==> config.mk <==
export PLATFORM = sky130hd
export DESIGN_NAME = gha_ctrl
export DESIGN_NICKNAME = d
export VERILOG_FILES = /design/src/rtl/gha_pkg.sv /design/src/rtl/gha_ctrl.sv
export SDC_FILE = /design/constraint.sdc
export NUM_CORES = 1
export LEC_CHECK = 0
export BUFFER_PORTS_ARGS = -buffer_cell sky130_fd_sc_hd__buf_2
export CAP_MARGIN = 30
export CORE_AREA = 2 2 39 41
export DETAILED_ROUTE_END_ITERATION = 8
export DIE_AREA = 0 0 41 43
export SKIP_CTS_REPAIR_TIMING = 1
export SLEW_MARGIN = 20
export SYNTH_ARGS = -nofsm -noshare
export SYNTH_HDL_FRONTEND = slang
export SYNTH_SLANG_ARGS = --single-unit
==> constraint.sdc <==
create_clock -name i_clk -period 1.69 [get_ports i_clk]
set_input_delay 0.338 -clock i_clk [delete_from_list [all_inputs] [get_ports i_clk]]
set_output_delay 0.338 -clock i_clk [all_outputs]
set_load 0.05 [all_outputs]
==> src/rtl/gha_pkg.sv <==
// ----------------------------------------------------------------------------
// gha_pkg
// Types and constants shared by the generational handle allocator modules.
// ----------------------------------------------------------------------------
`default_nettype none

package gha_pkg;

    localparam int unsigned SLOTS    = 1024;
    localparam int unsigned IDX_W    = 10;
    localparam int unsigned CNT_W    = 11;
    localparam int unsigned GEN_W    = 32;
    localparam int unsigned REF_W    = 32;
    localparam int unsigned STAT_W   = 3;

    typedef enum logic [1:0] {
        OP_REGISTER = 2'd0,
        OP_EXPIRE   = 2'd1,
        OP_LOOKUP   = 2'd2,
        OP_LOOKUP_ALT = 2'd3
    } t_op;

    typedef enum logic [STAT_W-1:0] {
        ST_OK        = 3'd0,
        ST_FULL      = 3'd1,
        ST_BAD_INDEX = 3'd2,
        ST_STALE     = 3'd3,
        ST_OVERFLOW  = 3'd4
    } t_status;

    typedef struct packed {
        logic [1:0]       operation;
        logic [IDX_W-1:0] slot_index;
        logic [GEN_W-1:0] slot_version;
        logic [REF_W-1:0] object_ref;
    } t_cmd;

    typedef struct packed {
        logic [STAT_W-1:0] status;
        logic [IDX_W-1:0]  handle_index;
        logic [GEN_W-1:0]  handle_version;
        logic [REF_W-1:0]  found_ref;
    } t_result;

    typedef struct packed {
        logic load;
        logic append;
        logic pop_read;
        logic slot_read;
        logic reuse;
        logic issue;
        logic finish;
        logic reject;
    } t_ctrl;

    typedef struct packed {
        logic op_register;
        logic stack_empty;
        logic table_full;
        logic index_bad;
    } t_stat;

endpackage

`default_nettype wire

==> src/rtl/gha_ctrl.sv <==
// ----------------------------------------------------------------------------
// gha_ctrl
// Sequencer that steps one operation through decode, table access and result.
// ----------------------------------------------------------------------------
`default_nettype none

module gha_ctrl (
    input  wire logic          i_clk,
    input  wire logic          i_rst_n,
    input  wire logic          start,
    output logic               busy,
    output logic               o_done,
    input  wire gha_pkg::t_stat i_stat,
    output gha_pkg::t_ctrl     o_ctrl
);

    typedef enum logic [4:0] {
        S_IDLE   = 5'b00001,
        S_DECODE = 5'b00010,
        S_POP    = 5'b00100,
        S_ISSUE  = 5'b01000,
        S_EXEC   = 5'b10000
    } t_state;

    t_state r_state, n_state;
    logic   r_done, n_done;

    always_comb begin
        n_state = r_state;
        n_done  = 1'b0;
        o_ctrl  = '0;
        case (r_state)
            S_IDLE: begin
                if (start) begin
                    o_ctrl.load = 1'b1;
                    n_state     = S_DECODE;
                end
            end
            S_DECODE: begin
                if (i_stat.op_register) begin
                    if (!i_stat.stack_empty) begin
                        o_ctrl.pop_read = 1'b1;
                        n_state         = S_POP;
                    end else if (!i_stat.table_full) begin
                        o_ctrl.append = 1'b1;
                        n_done        = 1'b1;
                        n_state       = S_IDLE;
                    end else begin
                        o_ctrl.reject = 1'b1;
                        n_done        = 1'b1;
                        n_state       = S_IDLE;
                    end
                end else if (i_stat.index_bad) begin
                    o_ctrl.reject = 1'b1;
                    n_done        = 1'b1;
                    n_state       = S_IDLE;
                end else begin
                    o_ctrl.slot_read = 1'b1;
                    n_state          = S_EXEC;
                end
            end
            S_POP: begin
                o_ctrl.reuse = 1'b1;
                n_state      = S_ISSUE;
            end
            S_ISSUE: begin
                o_ctrl.issue = 1'b1;
                n_done       = 1'b1;
                n_state      = S_IDLE;
            end
            S_EXEC: begin
                o_ctrl.finish = 1'b1;
                n_done        = 1'b1;
                n_state       = S_IDLE;
            end
            default: begin
                n_state = S_IDLE;
            end
        endcase
    end

    always_ff @(posedge i_clk) begin
        if (!i_rst_n) begin
            r_state <= S_IDLE;
            r_done  <= 1'b0;
        end else begin
            r_state <= n_state;
            r_done  <= n_done;
        end
    end

    assign busy   = (r_state != S_IDLE);
    assign o_done = r_done;

endmodule

`default_nettype wire

* Word level (Yosys, flattened, before mapping)
Cells that the tools add are included.
** Storage, ports and cells
- Register bits :: 6
- Input port bits :: 7
- Output and inout bits :: 10
- Logic and storage cells :: 35
** Cells by class
- Equal/unequal tests :: 7
- Multiplexer cells :: 25
- Reduce and logical (&&, ||, !) cells :: 1
** Operators by type and width (number)
- two-way mux 1 bit :: 17
- two-way mux 5 bit :: 3
- case mux 5 bit (3 select lines) :: 1
- two-way mux 3 bit :: 2
- == test 5 x 1 -> 1 bit (second input constant) :: 1
- == test 5 x 2 -> 1 bit (second input constant) :: 1
- == test 5 x 3 -> 1 bit (second input constant) :: 1
- == test 5 x 4 -> 1 bit (second input constant) :: 1
- == test 5 bit (second input constant) :: 1
- inequality test 5 x 1 -> 1 bit (second input constant) :: 1
- two-way mux 2 bit :: 1
- inequality test 2 bit (second input constant) :: 1
- case mux 1 bit (2 select lines) :: 1
- OR reduction 2 bit :: 1

* Logic depth before layout (Yosys ltp)
- Word-level depth :: 4
- Depth in mapped cells :: 4
- Depth with buffers taken out :: 3

* Worst setup path after synthesis
No wires, ideal clock.
- Path kind :: register to output
- Start :: reg r_state[3]
- End :: out o_ctrl[3] (netlist bit)
- Data arrival time :: 2.254 ns
- Slack :: -0.902 ns
- Cell stages (with the launch flop) :: 3
- Path buffers :: 0
- Path through :: dfxtp_1 or2_1 nor4b_1
** RTL lines
- start, declared :: RTL line gha_ctrl.sv:25 : t_state r_state, n_state;
- start signal, assigned :: RTL line gha_ctrl.sv:87 : r_state <= n_state;
- end, declared :: RTL line gha_ctrl.sv:14 : output gha_pkg::t_ctrl o_ctrl

==> results.md <==
- Most frequent cells in the layout: buf_2 (8), buf_6 (7), buf_4 (5)
- Switching share of power: 31.59%
- Core Region: 1384 um^2
- Worst skew pair latency: about 0.24 ns
- Failing checks: negative setup slack
- Static leakage: 0.0002507 uW
- Initial antenna violation count: 0
- Vias per std cell: 4.872
- Worst Path Max Fanout: 3
- Cells after DPL: 75
- RePlAce Congestion: approximately 0.75
- Fin cells: 78
- Period utilization: 101.8%
- CP Cell Sequence: or3_4 -> nor3b_2 -> buf_6
- Syn_area_per_cell: 8.630 um^2
- Outcome: complete, but fails checks
- DRT Wirelength: 876 um
- Final #Nets: 71
- Antenna-violating nets left: 0
- WP data required: 1.35 ns
- Slew Viols, Final: 0
- Final setup fails: 4
- PortBufs: 16
- H-Tree Depth: 1
- Fmax: roughly 580 MHz
- Initial Util: between 20 and 25%
- WS Path Type: register to output pin
- Core Rows: 14
- Global-route wire length before repair: 1.338 mm
- Slew @ Worst Pin: 0.3864 ns
- HPWL Detailed: 698.9 um
- Final hold vios: 0
- GRT overflow: 0
- Total track usage: 11.67%
- Die area: 1763 um^2
- Combinational cell fraction of total power: 28.3%
- Final worst slack: -0.03033 ns
- Clock tree buffer depth: 2
- Clock skew: about 0.0013 ns
- Worst hold path class: primary input to register
- Clk slew on worst S/H paths: 0.04 ns
- Vias: 380
- Layout cell share with drive strength beyond 1: 62.90%
- Min Hold Slack: 0.2852 ns
- Final worst path period need: 1.720 ns
- Critical Path Sink Type: output pin
- Unrepaired setup endpoints after global routing: true
- Register share of total power: 39.0%
- Syn Std Cell Area: 336.6 um^2
- Register area share after synthesis: 35.69%
- Avg WL per Cell: 11.23 um
- Crit-path slowest cell: or3_4
- # IOs: 17
- CTS tree: yes
- CTS Buf Count: 3
- Syn nets: 46
- Residual DRC: 0
- Max-cap violation count: 0
- Iter 0 DRT Violations: 2
- Placement Setup Slack: slightly above 0.06 ns
- Diode count: 0
- #FFs+latches synth: 6
- Dpl cell area: 516.7 um^2
- Root buf cell: clkbuf_4
- Die height: 43 um
- CP peak stage delay: roughly 0.42 ns
- PD cells: 646.2 nW/um^2
- Die W: 41 um
- Cell-internal power: between 200 and 300 uW
- Clk pwr share: approximately 33%
- NetSw: approximately 130 uW
- Max_slew headroom: about 74%
- Cell count after synthesis: 39
- Leading cell type in the layout, fill and taps excluded: buf_2
- CP arrival: 1.38 ns
- Area Growth Syn to Fin: 83.27%
- Maximum vdd ir drop: 0.0002879 V
- Sink Count: 6
- Yosys cell types: 23
- Critical path launch point type: register
- Vias in the first global route: 334
- Yosys warning count: 0
- Largest net degree at the start of global routing: 7
- Drt first pass iters: 4
- Fin area: 616.8 um^2
## synthesized netlist by cell type, drive strengths merged
cell type	count	area, um^2
or2	1	6.260
and2	3	18.77
nand3	2	10.01
nor2b	1	6.260
o2111a	1	11.26
dfxtp	6	120.1
or4	1	7.510
nor2	5	18.77
o21ai	2	10.01
nand4	1	6.260
xor2	1	8.760
nor3b	3	22.52
and4	1	8.760
o41ai	1	16.27
clkbuf	1	3.750
nor3	2	10.01
xnor2	1	8.760
nand2b	1	6.260
o21a	2	15.01
nor4b	1	8.760
or3	1	6.260
nor4	1	6.260
## flip-flops by register name (all words and copies together) (netlist names)
| name | cells |
|---|---|
| o_done | 1 |
| r_state | 5 |
## kinds of logic (layout without fill, tap and decap cells)
| family | after synthesis | in the layout | share of synthesized area (%) |
|---|---|---|---|
| AND/OR/NAND/NOR | 24 | 24 | 42.39 |
| AO/OA/AOI/OAI | 6 | 6 | 15.61 |
| flip-flops | 6 | 6 | 35.69 |
| XOR/XNOR | 2 | 2 | 5.205 |
| buffers and inverters | 1 | 24 | 1.114 |
## path summary, 6_finish.rpt
path                                    to  slack (ns)        from  cells past startpoint
worst max-delay path             o_ctrl[2]       -0.03  r_state[0]                      3
worst min-delay path            r_state[4]        0.29   i_stat[0]                      2
worst max register to register  r_state[0]        0.40  r_state[1]                      3
worst min register to register  r_state[4]        0.56  r_state[1]                      2
## final cells by class
cell class,instances,area [um^2]
Tap cell,16,20.02
Fill cell,134,767.0
Multi-Input combinational cell,32,285.3
Sequential cell,6,125.1
Clock buffer,3,22.52
Timing Repair Buffer,21,163.9
## critical path, delay by kind of cell, from the launching register on
| family | cells | cell delay [ns] |
|---|---|---|
| buffers and inverters | 1 | 0.18 |
| DFF | 1 | 0.33 |
| and+or+nand+nor | 2 | 0.63 |
## through the flow
step	power (uW)	utilization, %	TNS (ns)
2_1_floorplan	225.0	-	-0.5692
3_3_place_gp	257.0	37.34	0
3_5_place_dp	258.3	37.34	0
4_1_cts	392.8	38.97	-0.7923
5_1_grt	421.1	44.57	-0.3728
6_report	398.6	44.57	-0.07324
## routing by layer
| metal | global-route usage [%] | share of wire, % | wire, um |
|---|---|---|---|
| met5 | 0 | 0 | 0 |
| met3 | 3.141 | 4.0 | 35 |
| met2 | 17.50 | 51 | 451 |
| met4 | 10.00 | 0 | 0 |
| met1 | 12.62 | 44 | 388 |
## power by group through the flow
stage	Clock, uW	Combinational, uW	Sequential, uW
floorplan	0	67.7	157
global placement	0	102	155
detailed placement	0	103	156
global route	146	120	156
finish	130	113	156
CTS	137	103	153
Note: power is estimated with default switching activity, not from simulation.
